### src/rtl/core/tdc_mul.sv
// ----------------------------------------------------------------------------
// tdc_mul
// Shared 32x32 multiplier with a registered product.
// ----------------------------------------------------------------------------
`default_nettype none

module tdc_mul (
  input  wire logic        clk,
  input  wire logic        en,
  input  wire logic [31:0] a,
  input  wire logic [31:0] b,
  output logic [63:0]      p
);

  logic [63:0] p_r;

  always_ff @(posedge clk) begin
    if (en) begin
      p_r <= a * b;
    end
  end

  assign p = p_r;

endmodule

`default_nettype wire

### config.mk
export PLATFORM = sky130hd
export DESIGN_NAME = tdc_mul
export DESIGN_NICKNAME = d
export VERILOG_FILES = /design/src/rtl/core/tdc_mul.sv
export SDC_FILE = /design/constraint.sdc
export NUM_CORES = 2
export LEC_CHECK = 0
export ABC_AREA = 1
export BUFFER_PORTS_ARGS = -buffer_cell sky130_fd_sc_hd__buf_2
export CAP_MARGIN = 25
export CORE_MARGIN = 2
export CORE_UTILIZATION = 25
export CTS_BUF_LIST = sky130_fd_sc_hd__clkbuf_4
export CTS_CLUSTER_DIAMETER = 200
export DETAILED_ROUTE_END_ITERATION = 16
export PLACE_DENSITY_LB_ADDON = 0.3
export SYNTH_ARGS = -nofsm -noshare
export SYNTH_HDL_FRONTEND = slang
export SYNTH_SLANG_ARGS = --single-unit
export TNS_END_PERCENT = 5
### constraint.sdc
create_clock -name clk -period 8.6 [get_ports clk]
set_clock_uncertainty 0.2 [all_clocks]
set_input_delay 0.43 -clock clk [delete_from_list [all_inputs] [get_ports clk]]
set_output_delay 0.43 -clock clk [all_outputs]
set_load 0.005 [all_outputs]
==> impl_metrics.csv <==
group,metric,value,unit
status,outcome,"finished, final reports clean",
worst_setup_path,crit_path_end_kind,"flip-flop",
clocking,cts-root-buf,"clkbuf_4",
placement,placedCellCount,7040,
sta,grt_setup_unrepaired,"no",
sta,fmax,133,MHz
placement,post-dp-hpwl,101000,um
detailed_routing,first_iter_violations,1963,
min_path,holdPathStages,3,
sta,period_share,0.872,
worst_setup_path,cp_num_buf_inv,6,
clocking,cts_tree,"built",
synth,syn_nets,6248,
worst_setup_path,cpPeakStageDelay,0.62,ns
detailed_routing,via_per_inst,4.15,
detailed_routing,num_vias,29300,
min_path,hold_path_end,"p[0]",
synth,syn_area,38000,um^2
global_routing,grt_overflow,0,
clocking,numCtsBuffers,9,
final_layout,stdcell_count,7059,
clocking,cts_max_level,3,
floorplanning,core,152000,um^2
clocking,cts.clk_slew.worst_paths,0.17,ns
sta,tightest_slew,0.978,ns
global_routing,antenna_found_initial,15,
detailed_routing,wl_per_cell,16.6,um
synth,ys_ff_latch,64,
final_layout,register_area,1920,um^2
sta,final_max_slew_viol_count,0,
final_layout,final_cell_mix,"1,723 x inv_1, 1,566 x nand2_1, 896 x fa_1",
floorplanning,start_util,0.251,
detailed_routing,drt_pass1_iterations,5,
floorplanning,die_area,155000,um^2
placement,place_ws,0.652,ns
detailed_routing,antenna_left,0,
global_routing,grt_util_all_layers,0.153,
floorplanning,die_x,394,um
placement,io_buffers,129,
floorplanning,fp.dieH,394,um
clocking,cts.sinks,64,
sta,slew_headroom,0.348,
sta,worst_slack,1.10,ns
synth,synthCells,5023,
worst_setup_path,cp.required,8.61,ns
worst_setup_path,start_kind,"primary input",
floorplanning,io_pins,130,
synth,synth.distinct_cells,23,
worst_setup_path,worstPathArrival,7.50,ns
sta,hold_slack,0.455,ns
sta,fin_crit,7.50,ns
worst_setup_path,critical_path.startpoint,"a[27]",
worst_setup_path,critPathKind,"in2reg",
detailed_routing,routed_wl,117000,um
clocking,cts-resized-gates,0,
final_layout,drive_gt1_frac,0.0513,
worst_setup_path,path_max_fanout,25,
detailed_routing,drc,0,
global_routing,first_global_vias,31400,
synth,syn_avg_cell_area,7.57,um^2
sta,fin_setup_tns,0,ns
final_layout,multiInputGateArea,28900,um^2
synth,yosys_warnings,0,
clocking,cts_setup_buffers,0,
synth,ys_seq_area_frac,0.0505,
placement,gp_congestion,0.871,
final_layout,largest_reg_flops,64,
clocking,ctsHoldBuffers,0,
global_routing,grt_max_degree,65,
sta,finalHoldViolCount,0,
final_layout,fillers,16700,
min_path,min_path_type,"in2reg",
floorplanning,num_rows,143,
job,cap_violations,0,
final_layout,area_growth,7.85,%
global_routing,grt_pass1_wl,185000,um
worst_setup_path,path_delay_family,"adder cells",
min_path,min_from,"b[0]",
clocking,cts_buffer_depth,2,
final_layout,final_common_cell,"inv_1",
worst_setup_path,crit_slowest_cell,"fa_1",
final_layout,nets,6246,
sta,setup_viol,0,
[final cells by class]
type                    count  area share
multi-input cells        3032       0.704
inverters                1735       0.159
well taps                2030      0.0619
flip-flops and latches     64      0.0468
repair buffers            179      0.0249
clock inverters             7     0.00174
clock buffers               9     0.00165
diodes                      3    0.000183
[per-stage QoR]
step           area [um^2]  utilization
2_1_floorplan        38000            -
3_3_place_gp         40900        0.270
3_5_place_dp         40900        0.270
4_1_cts              41000        0.271
5_1_grt              41000        0.271
6_report             41000        0.271
[layer usage]
metal  global-route usage  part of all wire
met1                0.212              0.45
met2                0.267              0.50
met3              0.00930             0.042
met4               0.0201             0.012
met5                    0                 0
[kinds of logic after synthesis]
family / synth area share
fa+ha+maj: 0.558
flops: 0.0505
compound gates: 0.00839
xor+xnor: 0.00806
simple gates: 0.185
buf+inv: 0.190
[worst max-delay path by stage]
| stage | endpoint | slack (ns) | cells after the start |
|---|---|---|---|
| final | p[60] | 1.10 | 25 |
| after global routing | p[60] | 0.83 | 29 |
| after CTS | p[60] | 1.14 | 25 |
| after detailed placement | p[60] | 0.65 | 25 |
| after global placement | p[30] | 0.65 | 24 |
| after floorplan | p[60] | 2.02 | 26 |
[cells in the mapped netlist (all sizes together)]
cell	instances	area share
xor2	33	0.0076
edfxtp	64	0.051
fa	896	0.47
nand3	65	0.0097
a21oi	43	0.0057
ha	263	0.087
o21ai	2	0.00026
clkbuf	192	0.019
nand2	1581	0.16
nor3	18	0.0035
inv	1735	0.17
xnor2	2	0.00046
nand4	16	0.0026
nor2	101	0.012
o21bai	12	0.0025
[worst min-delay path, stage by stage]
cell     delay (ns)
buf_2          0.35
nand2_1        0.17
inv_1          0.04
Power is not shown: default switching activity piles up to over one toggle a cycle in this logic, so the estimate is an artifact.
