$ cat config.mk
export PLATFORM = sky130hd
export DESIGN_NAME = tdc_div
export DESIGN_NICKNAME = d
export VERILOG_FILES = /design/src/rtl/core/tdc_pkg.sv /design/src/rtl/core/tdc_div.sv
export SDC_FILE = /design/constraint.sdc
export NUM_CORES = 1
export LEC_CHECK = 0
export BUFFER_PORTS_ARGS = -buffer_cell sky130_fd_sc_hd__buf_2
export CAP_MARGIN = 20
export CORE_MARGIN = 2
export CORE_UTILIZATION = 55
export DETAILED_ROUTE_END_ITERATION = 10
export PLACE_DENSITY = 0.91
export SLEW_MARGIN = 20
export SYNTH_ARGS = -nofsm -noshare
export SYNTH_HDL_FRONTEND = slang
export SYNTH_SLANG_ARGS = --single-unit
$ cat constraint.sdc
create_clock -name clk -period 3.4 [get_ports clk]
set_input_delay 0.68 -clock clk [delete_from_list [all_inputs] [get_ports clk]]
set_output_delay 0.68 -clock clk [all_outputs]
set_load 0.005 [all_outputs]
$ cat src/rtl/core/tdc_pkg.sv
// ----------------------------------------------------------------------------
// tdc_pkg
// Types, register indexes, reset values and constants shared by the
// time-of-flight deadtime correction block.
// ----------------------------------------------------------------------------
`default_nettype none

package tdc_pkg;

  localparam int unsigned CFG_IDX_W = 3;

  localparam logic [CFG_IDX_W-1:0] REG_TIME_SCALE    = 3'd0;
  localparam logic [CFG_IDX_W-1:0] REG_NONEXT_DEAD   = 3'd1;
  localparam logic [CFG_IDX_W-1:0] REG_EXT_DEAD      = 3'd2;
  localparam logic [CFG_IDX_W-1:0] REG_PULSES        = 3'd3;
  localparam logic [CFG_IDX_W-1:0] REG_CYCLE_TIME    = 3'd4;

  localparam logic [31:0] RST_TIME_SCALE  = 32'd264762880;
  localparam logic [19:0] RST_NONEXT_DEAD = 20'd5000;
  localparam logic [19:0] RST_EXT_DEAD    = 20'd0;
  localparam logic [31:0] RST_PULSES      = 32'd20935111;
  localparam logic [31:0] RST_CYCLE_TIME  = 32'd45000000;

  // ln(2) in Q32
  localparam logic [31:0] LN2_Q32       = 32'd2977044472;
  // integer part of B/P at which exp() no longer fits
  localparam logic [31:0] EXP_INT_LIMIT = 32'd23;

  localparam logic [1:0] STATUS_OK            = 2'd0;
  localparam logic [1:0] STATUS_NOT_ASCENDING = 2'd1;
  localparam logic [1:0] STATUS_IMPOSSIBLE    = 2'd2;
  localparam logic [1:0] STATUS_OVERFLOW      = 2'd3;

  typedef struct packed {
    logic        first_of_scan;
    logic [31:0] mass_to_charge;
    logic [31:0] raw_intensity;
  } in_t;

  typedef struct packed {
    logic [31:0] corrected_intensity;
    logic [31:0] flight_time;
    logic [1:0]  status;
    logic        beyond_cycle;
  } out_t;

  typedef struct packed {
    logic [31:0] time_ps;
    logic [31:0] raw;
    logic [31:0] corr;
  } hist_t;

  // request to the shared divider: quotient is known to fit in nbits
  typedef struct packed {
    logic        start;
    logic [33:0] rem_init;   // dividend >> nbits
    logic [63:0] low;        // dividend[nbits-1:0], left aligned
    logic [33:0] divisor;
    logic [5:0]  nbits;
  } div_req_t;

endpackage

`default_nettype wire

$ cat src/rtl/core/tdc_div.sv
// ----------------------------------------------------------------------------
// tdc_div
// Shared restoring divider, one quotient bit per cycle, done pulses after
// the last bit.
// ----------------------------------------------------------------------------
`default_nettype none

module tdc_div (
  input  wire logic              clk,
  input  wire logic              rst_n,
  input  wire tdc_pkg::div_req_t req,
  output logic [36:0]            quot,
  output logic                   done
);

  logic [33:0] rem_r;
  logic [63:0] low_r;
  logic [33:0] divisor_r;
  logic [36:0] quot_r;
  logic [5:0]  cnt_r;
  logic        busy_r;
  logic        done_r;

  logic [34:0] cat;
  logic [34:0] diff;
  logic        qbit;

  assign cat  = {rem_r, low_r[63]};
  assign diff = cat - {1'b0, divisor_r};
  assign qbit = (cat >= {1'b0, divisor_r});

  always_ff @(posedge clk) begin
    if (!rst_n) begin
      busy_r <= 1'b0;
      done_r <= 1'b0;
      cnt_r  <= '0;
    end else begin
      done_r <= 1'b0;
      if (req.start) begin
        busy_r <= 1'b1;
        cnt_r  <= req.nbits;
      end else if (busy_r) begin
        cnt_r <= cnt_r - 6'd1;
        if (cnt_r == 6'd1) begin
          busy_r <= 1'b0;
          done_r <= 1'b1;
        end
      end
    end
  end

  always_ff @(posedge clk) begin
    if (req.start) begin
      rem_r     <= req.rem_init;
      low_r     <= req.low;
      divisor_r <= req.divisor;
      quot_r    <= '0;
    end else if (busy_r) begin
      rem_r  <= qbit ? diff[33:0] : cat[33:0];
      low_r  <= {low_r[62:0], 1'b0};
      quot_r <= {quot_r[35:0], qbit};
    end
  end

  assign quot = quot_r;
  assign done = done_r;

endmodule

`default_nettype wire

==> flow_summary.toml <==
[synth]
ys_seq_elements = 177
seq_area_frac_synth_pct = 51.9
synthDistinctLibCells = 66
synth.most_common_cell = "edfxtp_1"
async_flop_share_pct = 0
synthTopCellsByArea = "edfxtp_1 42%, dfxtp_1 9.6%, mux2_2 7.8%, ha_1 4.8%, mux2i_1 4.3%"
yosys.area.top_type = "edfxtp_1"
synth_cells = 799
synth-main-ff-cell = "edfxtp_1"
synth_top_area_share_pct = 42.3
synth_edf_count = 132
syn-cell-area_sq_mm = 0.00937
synth.cells.most_frequent = "132 x edfxtp_1, 65 x mux2_2, 56 x nor2_1, 53 x nand2_1, 46 x inv_1"
syn_avg_cell_area_sq_um = 11.7
yosys_warnings = 0
syn_nets = 977

[run]
drv.max_cap_violation_count = 0

[placement]
port_buffers = 178
dpl_cell_area_sq_mm = 0.0105
gp_congestion = 0.934
dpl.hpwl_um = 14400

[grt]
grt_pass1_vias = 6708
grt.busiest_layer = "met2"
overflow = 0
grt_pass1_wl_um = 33500
grt_use_met1_pct = 29.4
grt_use_met2_pct = 39.2
use_met3_pct = 8.78
antenna_found_initial = 6
grt_max_degree = 99
grt_use_total_pct = 23.7

[power]
ir_drop_v = 0.000402
power_leakage_uw = 0.00464
powerDensity_mw_per_mm2 = 649

[timing]
fin_crit_sh_pct = 92.5
rsz0062_at_grt = "false"
drv_slew = 0
slew_headroom_pct = 52.9
clock.fmax_ghz = 0.318
fin_setup_tns_ns = 0
min_period_ns = 3.15
worstMarginPinSlew_ns = 0.705
finalHoldViolCount = 0
setup_viol = 0
skew_ns = 0.0139

[cells_and_area]
nets = 1144
register_area_sq_mm = 0.00487
drive_above_1_share_pct = 32.4
area_growth_pct = 18.6
fin_area_sq_mm = 0.0111
fillers = 1234
multi_input_area_sq_mm = 0.00413

[floorplanning]
ios = 179
rows = 47
design.core.area_sq_mm = 0.0166
start_util_pct = 56.3
die_height_um = 135
die_width_um = 135
dieArea_sq_mm = 0.0181

[detailed_routing]
drtIter0Drc = 462
antenna_left = 0
viasPerCell = 5.63
wl_per_cell_um = 17.3
vias = 6772
routed_wl_um = 20800
first_pass_iters = 5
drc = 0

[clocking]
cts_buffers = 17
clock_sinks = 177
clock_latency_ns = 0.44
cts_resized = 0
postCtsSetupBuffers = 0
ctsHoldBuffers = 0
clk_pin_slew_worst_paths_ns = 0.08
tritoncts = "built"
clock-root-buffer = "clkbuf_16"
htree_levels = 4
clockBufferDepth = 2

[status]
status = "completed"

[critical_path]
crit_fanout = 21
critPathKind = "reg -> reg"
cp.required_ns = 3.59
start_kind = "flop"
endpoint_kind = "flop"
cp.arrival_ns = 3.33

[hold_path]
min_path_type = "in -> reg"
[critical path: stages (launching register included)]
cell	delay (ns)
edfxtp_1	0.40
ha_1	0.40
a21oi_1	0.26
o21ai_1	0.14
a221o_1	0.31
a31o_2	0.27
a21oi_4	0.59
buf_4	0.27
mux2i_1	0.19
o21ai_1	0.07
[path summary, 6_finish.rpt]
kind | start | endpoint | slack, ns | cells past startpoint
max | rem_r[17] | rem_r[14] | 0.25 | 9
min | req[24] | divisor_r[18] | 0.41 | 1
max reg2reg | rem_r[17] | rem_r[14] | 0.25 | 9
min reg2reg | quot[0] | quot[0] | 0.52 | 2
[power breakdown]
group	internal, uW	switching, uW	total, uW
Sequential	2660	131	2790
Combinational	1010	1370	2390
Clock	1030	1000	2030
[cells in the final DEF, fill, tap and decap left out, types with 10 or more instances in the layout]
master     Yosys  layout
clkbuf_16      0      17
a221o_1       11      11
nor2_1        56      56
inv_1         46      46
nand2_1       53      53
edfxtp_1     132     132
nor2b_1       10      10
nand4_1       14      14
buf_2          8     177
o21ai_0       20      20
xor2_1        14      14
mux2_2        65      65
a21oi_1       42      42
xnor2_1       21      21
dfxtp_1       45      44
mux2i_1       40      40
nand3b_1      17      17
ha_1          36      36
o21ai_1       10      10
[sequential cells by signal (all words and copies together), names as in the netlist]
| register | count |
|---|---|
| busy_r | 1 |
| cnt_r | 6 |
| divisor_r | 34 |
| done | 1 |
| low_r | 64 |
| quot | 37 |
| rem_r | 34 |
[per-layer routing]
metal  up-vias  part of all wire, %
met1      3209                   42
met3        30                  8.2
met4         4                  1.4
met5         -                 0.16
met2       233                   48
li1       3296                    -
[cell type report]
type	count	share of cell area (%)
clock buffers	18	3.95
inverters	47	1.59
diodes	4	0.0901
clock inverters	14	1.64
well taps	220	2.48
flip-flops and latches	177	43.8
repair buffers	190	9.25
multi-input cells	533	37.2
[kinds of logic (layout without fill, tap and decap cells)]
family                     Yosys count  in the layout  share of synthesized area (%)
other                                0              4                              0
xor gates and xnor gates            35             35                           3.27
AOI/OAI and AO/OA                  151            151                           12.4
DFF                                177            177                           51.9
adders and majority gates           37             37                           5.02
and+or+nand+nor                    205            205                           11.2
buffers and inverters               89            269                           4.03
muxes                              105            105                           12.1
[per-stage QoR]
stage               instances  utilization, %  total power, uW  hold WS (ns)  setup slack [ns]
floorplan                 799               -             4640         0.485             0.464
global placement         1167            63.0             5120         0.474             0.371
detailed placement       1167            63.0             5180         0.496             0.266
CTS                      1199            66.7             7220         0.395             0.253
global route             1201            66.7             7600         0.392            0.0730
finish                   1203            66.8             7210         0.415             0.254
No activity file was read; power rests on OpenSTA's default activity.
